**config.mk**
```make
export PLATFORM = sky130hd
export DESIGN_NAME = bam_ctrl
export DESIGN_NICKNAME = d
export VERILOG_FILES = /design/src/rtl/bam_pkg.sv /design/src/rtl/bam_ctrl.sv
export SDC_FILE = /design/constraint.sdc
export NUM_CORES = 1
export LEC_CHECK = 0
export BUFFER_PORTS_ARGS = -buffer_cell sky130_fd_sc_hd__buf_2
export CORE_AREA = 2 2 54 56
export DETAILED_ROUTE_END_ITERATION = 8
export DIE_AREA = 0 0 56 58
export GPL_TIMING_DRIVEN = 1
export SLEW_MARGIN = 20
export SYNTH_ARGS = -nofsm -noshare
export SYNTH_HDL_FRONTEND = slang
export SYNTH_SLANG_ARGS = --single-unit
```
**constraint.sdc**
```tcl
create_clock -name clk -period 1.85 [get_ports clk]
set_input_delay 0.0925 -clock clk [delete_from_list [all_inputs] [get_ports clk]]
set_output_delay 0.0925 -clock clk [all_outputs]
set_load 0.005 [all_outputs]
```
**src/rtl/bam_pkg.sv**
```systemverilog
// ----------------------------------------------------------------------------
// bam_pkg
// Shared types and constants of the box area downscaler.
// ----------------------------------------------------------------------------
package bam_pkg;

  localparam int NUM_CHAN  = 4;
  localparam int CH_W      = 8;
  localparam int SUM_W     = 34;
  localparam int SCFG_W    = 14;
  localparam int DCFG_W    = 13;
  localparam int CFG_IDX_W = 3;
  localparam int OUT_IDX_W = 12;
  localparam int LANE_W    = 2;

  localparam logic [CFG_IDX_W-1:0] REG_SRC_WIDTH  = 3'd0;
  localparam logic [CFG_IDX_W-1:0] REG_SRC_HEIGHT = 3'd1;
  localparam logic [CFG_IDX_W-1:0] REG_DST_WIDTH  = 3'd2;
  localparam logic [CFG_IDX_W-1:0] REG_DST_HEIGHT = 3'd3;

  typedef struct packed {
    logic [CH_W-1:0] chan_0;
    logic [CH_W-1:0] chan_1;
    logic [CH_W-1:0] chan_2;
    logic [CH_W-1:0] chan_3;
  } in_item_t;

  typedef struct packed {
    logic [CH_W-1:0]      avg_0;
    logic [CH_W-1:0]      avg_1;
    logic [CH_W-1:0]      avg_2;
    logic [CH_W-1:0]      avg_3;
    logic [OUT_IDX_W-1:0] out_col;
    logic [OUT_IDX_W-1:0] out_row;
    logic                 frame_done;
  } out_item_t;

  typedef enum logic [4:0] {
    ST_CLEAR,
    ST_C0_GO,
    ST_C0_WT,
    ST_R0_GO,
    ST_R0_WT,
    ST_IDLE,
    ST_ACC,
    ST_MUL,
    ST_SUM_GO,
    ST_SUM_WT,
    ST_EMIT,
    ST_ADV,
    ST_CMUL,
    ST_CB_GO,
    ST_CB_WT,
    ST_RMUL,
    ST_RB_GO,
    ST_RB_WT
  } st_t;

  typedef enum logic [1:0] {
    MUL_CNT,
    MUL_CBAND,
    MUL_RBAND
  } mul_op_t;

  typedef enum logic [2:0] {
    DIV_COL0,
    DIV_ROW0,
    DIV_SUM,
    DIV_CBAND,
    DIV_RBAND
  } div_op_t;

  typedef struct packed {
    logic              clr;
    logic              take;
    logic              acc;
    logic              mul_en;
    mul_op_t           mul_op;
    logic              div_go;
    div_op_t           div_op;
    logic [LANE_W-1:0] lane;
    logic              emit;
    logic              adv;
  } ctl_cmd_t;

  typedef struct packed {
    logic restart;
    logic clr_last;
    logic div_done;
    logic band_done;
    logic cdiv_need;
    logic rdiv_need;
    logic out_full;
  } dp_sts_t;

endpackage

```
**src/rtl/bam_ctrl.sv**
```systemverilog
// ----------------------------------------------------------------------------
// bam_ctrl
// Sequencer: clearing pass, band setup, per-pixel accumulate, average, advance.
// ----------------------------------------------------------------------------
module bam_ctrl (
  input  logic              clk,
  input  logic              rst_n,
  input  logic              in_valid,
  output logic              in_ready,
  input  bam_pkg::dp_sts_t  sts,
  output bam_pkg::ctl_cmd_t cmd
);

  import bam_pkg::*;

  st_t               st_r, st_nxt;
  logic [LANE_W-1:0] lane_r, lane_nxt;

  always_ff @(posedge clk) begin
    if (!rst_n) begin
      st_r   <= ST_CLEAR;
      lane_r <= '0;
    end else begin
      st_r   <= st_nxt;
      lane_r <= lane_nxt;
    end
  end

  // next state
  always_comb begin
    st_nxt   = st_r;
    lane_nxt = lane_r;
    unique case (st_r)
      ST_CLEAR:  if (sts.clr_last) st_nxt = ST_C0_GO;
      ST_C0_GO:  st_nxt = ST_C0_WT;
      ST_C0_WT:  if (sts.div_done) st_nxt = ST_R0_GO;
      ST_R0_GO:  st_nxt = ST_R0_WT;
      ST_R0_WT:  if (sts.div_done) st_nxt = ST_IDLE;
      ST_IDLE:   if (in_valid) st_nxt = ST_ACC;
      ST_ACC:    st_nxt = sts.band_done ? ST_MUL : ST_ADV;
      ST_MUL: begin
        lane_nxt = '0;
        st_nxt   = ST_SUM_GO;
      end
      ST_SUM_GO: st_nxt = ST_SUM_WT;
      ST_SUM_WT: begin
        if (sts.div_done) begin
          if (lane_r == LANE_W'(NUM_CHAN - 1)) begin
            st_nxt = ST_EMIT;
          end else begin
            lane_nxt = lane_r + LANE_W'(1);
            st_nxt   = ST_SUM_GO;
          end
        end
      end
      ST_EMIT:   if (!sts.out_full) st_nxt = ST_ADV;
      ST_ADV: begin
        if (sts.cdiv_need) st_nxt = ST_CMUL;
        else if (sts.rdiv_need) st_nxt = ST_RMUL;
        else st_nxt = ST_IDLE;
      end
      ST_CMUL:   st_nxt = ST_CB_GO;
      ST_CB_GO:  st_nxt = ST_CB_WT;
      ST_CB_WT:  if (sts.div_done) st_nxt = ST_IDLE;
      ST_RMUL:   st_nxt = ST_RB_GO;
      ST_RB_GO:  st_nxt = ST_RB_WT;
      ST_RB_WT:  if (sts.div_done) st_nxt = ST_IDLE;
      default:   st_nxt = ST_CLEAR;
    endcase
    if (sts.restart) st_nxt = ST_CLEAR;
  end

  // outputs
  always_comb begin
    cmd      = '0;
    cmd.lane = lane_r;
    in_ready = 1'b0;
    unique case (st_r)
      ST_CLEAR: cmd.clr = 1'b1;
      ST_C0_GO: begin
        cmd.div_go = 1'b1;
        cmd.div_op = DIV_COL0;
      end
      ST_R0_GO: begin
        cmd.div_go = 1'b1;
        cmd.div_op = DIV_ROW0;
      end
      ST_IDLE: begin
        in_ready = 1'b1;
        cmd.take = in_valid;
      end
      ST_ACC: cmd.acc = 1'b1;
      ST_MUL: begin
        cmd.mul_en = 1'b1;
        cmd.mul_op = MUL_CNT;
      end
      ST_SUM_GO: begin
        cmd.div_go = 1'b1;
        cmd.div_op = DIV_SUM;
      end
      ST_EMIT: cmd.emit = !sts.out_full;
      ST_ADV:  cmd.adv = 1'b1;
      ST_CMUL: begin
        cmd.mul_en = 1'b1;
        cmd.mul_op = MUL_CBAND;
      end
      ST_CB_GO: begin
        cmd.div_go = 1'b1;
        cmd.div_op = DIV_CBAND;
      end
      ST_RMUL: begin
        cmd.mul_en = 1'b1;
        cmd.mul_op = MUL_RBAND;
      end
      ST_RB_GO: begin
        cmd.div_go = 1'b1;
        cmd.div_op = DIV_RBAND;
      end
      default: cmd.lane = lane_r;
    endcase
  end

endmodule

```
==> results.toml, run 1 <==
[route]
num_vias = 878
drt-total-wl_um = 2010
drt_iter0_markers = 28
vias_per_cell = 5.23
ant_nets = 0
drtPass1Iterations = 4
remaining_drc_errors = 0
wl_per_cell_um = 12.0

[place]
numPlacedInstances = 164
place_ws_ns = 0.0978
dp_hpwl_um = 1680
globalplace.congestion = 0.886
io_buffers = 24
place_area_um2 = 970

[flow_run]
drv_cap = 0

[yosys]
synthesis.area_um2 = 773
synth_warnings = 0
synthFlopType = "dfxtp_1"
syn_area_per_cell_um2 = 7.51
synth-edff-count = 0
ys_ff_latch = 7
yosysSeqAreaShare = 0.181
postSynthCellCount = 103
ys_types = 45
syn_nets = 114
async_reset_ff_frac = 0

[power_and_ir_drop]
leakage_nw = 0.468
vdd_drop_max_mv = 0.473
finalPower_mw = 0.558
power.density_nw_per_um2 = 554

[final_layout]
fill_cells = 308
fin_nets = 149
antennaDiodeCount = 0
fin_area_um2 = 1010
synthToLayoutAreaGrowth_pct = 30.3
fin_cells = 168
fin_util = 0.378
drive_gt1_frac = 0.401

[global_routing]
antenna_found_initial = 0
met3_usage = 0.0134
track_usage = 0.136
grt_use_met1 = 0.170
grt_max_degree = 14
grt_pass1_wl_um = 3620
grt-busiest-layer = "met2"
grt_pass1_vias = 874
use_met2 = 0.242
grt_overflow_total = 0

[worst_hold_path]
hold_start = "rst_n"
hp-class = "input pin to flop"

[cts]
cts_tree = "done"
path_clk_slew_ns = 0.05
hold_buffers = 0
clk_path_buf_depth = 2
numCtsBuffers = 3
clock_latency_ns = 0.25
root_buffer = "clkbuf_4"
cts.sinks = 7
h-tree-depth = 1

[setup_path]
cp_max_fo = 4
startpoint_type = "flop"
required_ns = 1.97
cp.arrival_ns = 1.88
worstSetupPathType = "flop to flop"
end_kind = "flop"
cp-startpoint = "st_r[1]"
r2r_start = "st_r[1]"

[timing]
hold_viol_final = 0
whs_ns = 0.0652
min_period_ns = 1.76
skew_ns = 0.00201
layout_setup_ws_ns = 0.0892
grt_setup_unrepaired = "false"
tns_ns = 0
tightest_slew_ns = 0.326
fin_crit_sh = 0.952
slew_viol_final = 0
max_freq_mhz = 568
maxSlewHeadroom = 0.781
setup_viol = 0

[floorplan]
rows = 19
pin_count = 25
core_um2 = 2660
die_h_um = 58
die-area_um2 = 3250
initial_core_util = 0.290
die_w_um = 56

[status]
outcome = "complete, no violations"
[worst max-delay path, cell delays in order, from the launching register on]
cell and delay [ns]:
dfxtp_1 0.33, or4b_4 0.56, or3b_4 0.40, o2111a_2 0.16
a21oi_1 0.13, nor3_1 0.06
[final timing paths]
check              end  slack [ns]  cells after the start
max            st_r[1]        0.09                      5
min          lane_r[0]        0.07                      2
max reg2reg    st_r[1]        0.09                      5
min reg2reg    st_r[2]        0.55                      2
[layout make-up]
cell class              count  area, µm²  area share
multi-input cells          88        582       0.578
well taps                  31       38.8      0.0385
repair buffers             36        210       0.209
clock buffers               4       26.3      0.0261
inverters                   2       7.51     0.00745
flip-flops and latches      7        143       0.142
[cells in the mapped netlist, types with 2 or more instances]
master	n	share of area
or2b_2	2	0.023
nand2b_1	3	0.024
a21oi_1	7	0.045
dfxtp_1	7	0.18
and2b_1	2	0.019
nor2_1	13	0.063
mux2i_1	2	0.026
clkbuf_8	2	0.036
nor3_1	7	0.045
and2b_2	3	0.034
o32ai_1	2	0.023
buf_2	2	0.013
nor4_1	3	0.024
inv_1	2	0.0097
o22a_1	2	0.023
o21ai_0	4	0.026
nor2b_1	2	0.016
and2_1	2	0.016
nand3_1	2	0.013
nand2_1	9	0.044
[logic make-up after synthesis]
kind of cell	after synthesis	synth area share
and+or+nand+nor	59	0.455
AOI/OAI and AO/OA	25	0.233
buffers and inverters	8	0.0777
DFF	7	0.181
muxes	2	0.0259
xor gates and xnor gates	1	0.0113
adders and majority gates	1	0.0162
[report_power, final]
part	internal (mW)	leakage, nW	switching, mW
Combinational	0.124	0.396	0.124
Sequential	0.161	0.0577	0.0153
Clock	0.0820	0.0150	0.0520
Total	0.367	0.468	0.191
[timing repair]
| item | CTS | global route |
|---|---|---|
| endpoints found under the setup margin | 0 | 5 |
| buffers inserted | 0 | 0 |
| resized for setup | 0 | 4 |
[per-layer routing]
layer | vias to the layer above | part of all wire
met5 | - | 0
met2 | 24 | 0.49
met3 | 2 | 0.052
met1 | 403 | 0.45
met4 | 0 | 0.0089
li1 | 449 | -
[state kept, by name, indices dropped and copies added, names as in the netlist]
register,count
st_r,5
lane_r,2
[cells in the final DEF, fill, tap and decap left out, types with 2 or more instances in the layout]
cell,Yosys,routed
dfxtp_1,7,5
nand2_1,9,9
inv_1,2,2
and2_1,2,2
nor2b_1,2,2
buf_4,0,12
nor3_1,7,7
dfxtp_2,0,2
nor2_1,13,12
o22a_1,2,2
or2b_2,2,2
clkbuf_4,0,3
o32ai_1,2,2
mux2i_1,2,2
and2b_2,3,3
nor4_1,3,3
a21oi_1,7,7
nand3_1,2,2
nand2b_1,3,3
o21ai_0,4,4
buf_2,2,24
and2b_1,2,2
Power figures use the tool's default switching activity.
==> run 2, diff against run 1 <==
--- a/config.mk
+++ b/config.mk
@@ -10,6 +10,7 @@
 export DETAILED_ROUTE_END_ITERATION = 8
 export DIE_AREA = 0 0 56 58
 export GPL_TIMING_DRIVEN = 1
+export RECOVER_POWER = 50
 export SLEW_MARGIN = 20
 export SYNTH_ARGS = -nofsm -noshare
 export SYNTH_HDL_FRONTEND = slang
==> run 2 against run 1 <==
  * First-iteration DRC count fell by 18%
  * Combinational power barely moved
  * Maximum frequency barely moved
  * Core utilization fell by 0.52 points
  * Via count rose by 2.7%
  * Power fell by 0.56%
  * Sequential power barely moved
  * Routed wire length rose by 2.3%
  * Critical path depth did not move
  * Largest power group unchanged
==> results.toml, run 2 (synthesis gave the netlist of run 1 again) <==
[worst_hold_path]
hold_depth = 2
hp-class = "input pin to flop"

[floorplan]
die_h_um = 58
initial_core_util = 0.290
die-area_um2 = 3250
rows = 19
core_um2 = 2660
die_w_um = 56
pin_count = 25

[setup_path]
cp.arrival_ns = 1.88
startpoint_type = "flop"
end_kind = "flop"
reg2reg_depth = 5
required_ns = 1.97
cp_max_fo = 4
worstSetupPathType = "flop to flop"

[cts]
root_buffer = "clkbuf_4"
path_clk_slew_ns = 0.05
clock_latency_ns = 0.25
h-tree-depth = 1
cts.sinks = 7
numCtsBuffers = 3
cts_tree = "done"
clk_path_buf_depth = 2

[timing]
hold_viol_final = 0
grt_setup_unrepaired = "false"
setup_viol = 0
fin_crit_sh = 0.952
skew_ns = 0.00201
max_freq_mhz = 568
min_period_ns = 1.76
maxSlewHeadroom = 0.779
tightest_slew_ns = 0.329
tns_ns = 0
slew_viol_final = 0

[final_layout]
largest-register = "st_r"
fin_nets = 149
fill_cells = 313
antennaDiodeCount = 0
largest_reg_flops = 5
fin_util = 0.373
layout_common_cells = "21 x buf_2, 12 x nor2_1, 11 x buf_4"
synthToLayoutAreaGrowth_pct = 28.5
final_common_cell = "buf_2"
drive_gt1_frac = 0.358
top_regs = "st_r (5), lane_r (2)"

[power_and_ir_drop]
power.density_nw_per_um2 = 559
finalPower_mw = 0.555
leakage_nw = 0.452
vdd_drop_max_mv = 0.471

[place]
globalplace.congestion = 0.886
io_buffers = 24
dp_hpwl_um = 1680

[route]
num_vias = 902
remaining_drc_errors = 0
wl_per_cell_um = 12.3
vias_per_cell = 5.37
drt-total-wl_um = 2060
drtPass1Iterations = 5
ant_nets = 0
drt_iter0_markers = 23

[flow_run]
drv_cap = 0

[global_routing]
grt_pass1_vias = 874
grt_overflow_total = 0
antenna_found_initial = 0
grt_max_degree = 14
track_usage = 0.136
grt_pass1_wl_um = 3620

[status]
outcome = "complete, no violations"
run 2: changes by cell type in the layout (fill, tap and decap cells not counted), sizes merged:
| cell | delta |
|---|---|
| buf | -4 |
| clkbuf | +4 |
run 2: through the flow:
step	cell area, µm²	instances	hold slack (ns)	setup slack [ns]
global placement	970	164	0.319	0.122
global route	993	168	0.0771	0.00541
finish	993	168	0.0679	0.0893
CTS	996	168	0.0608	0.00663
floorplan	773	103	0.214	0.168
detailed placement	970	164	0.319	0.0978
run 2: layer usage:
metal	vias to the layer above	routed length [µm]	track usage
met2	39	984	0.242
met5	-	0	0
met1	406	908	0.170
met3	8	123	0.0134
met4	0	42	0.0510
li1	449	-	-
run 2: final timing paths:
path | start | end | slack, ns
setup reg to reg | st_r[1] | st_r[1] | 0.09
hold / removal | rst_n | lane_r[0] | 0.07
setup / recovery | st_r[1] | st_r[1] | 0.09
hold reg to reg | st_r[2] | st_r[2] | 0.55
run 2: final cells by class:
type	count	area [µm²]	share of cell area
multi-input combinational	88	576	0.579
timing repair buffer	36	203	0.204
sequential	7	143	0.144
tap	31	38.8	0.0390
clock buffer	4	26.3	0.0264
inverter	2	7.51	0.00756
run 2: repair_timing:
item / CTS / global route
hold buffers: 0 / 0
setup endpoints to repair: 0 / 5
buffers inserted: 0 / 0
resized for setup: 0 / 4
run 2: power breakdown:
part	internal (mW)	switching [mW]
logic	0.120	0.124
registers	0.161	0.0156
clock network	0.0820	0.0519
total	0.363	0.192
run 2: worst max-delay path: stages, from the launching register on:
cell and delay [ns]:
dfxtp_1 0.33, or4b_4 0.56, or3b_4 0.40, o2111a_2 0.16, a21oi_1 0.13, nor3_1 0.06
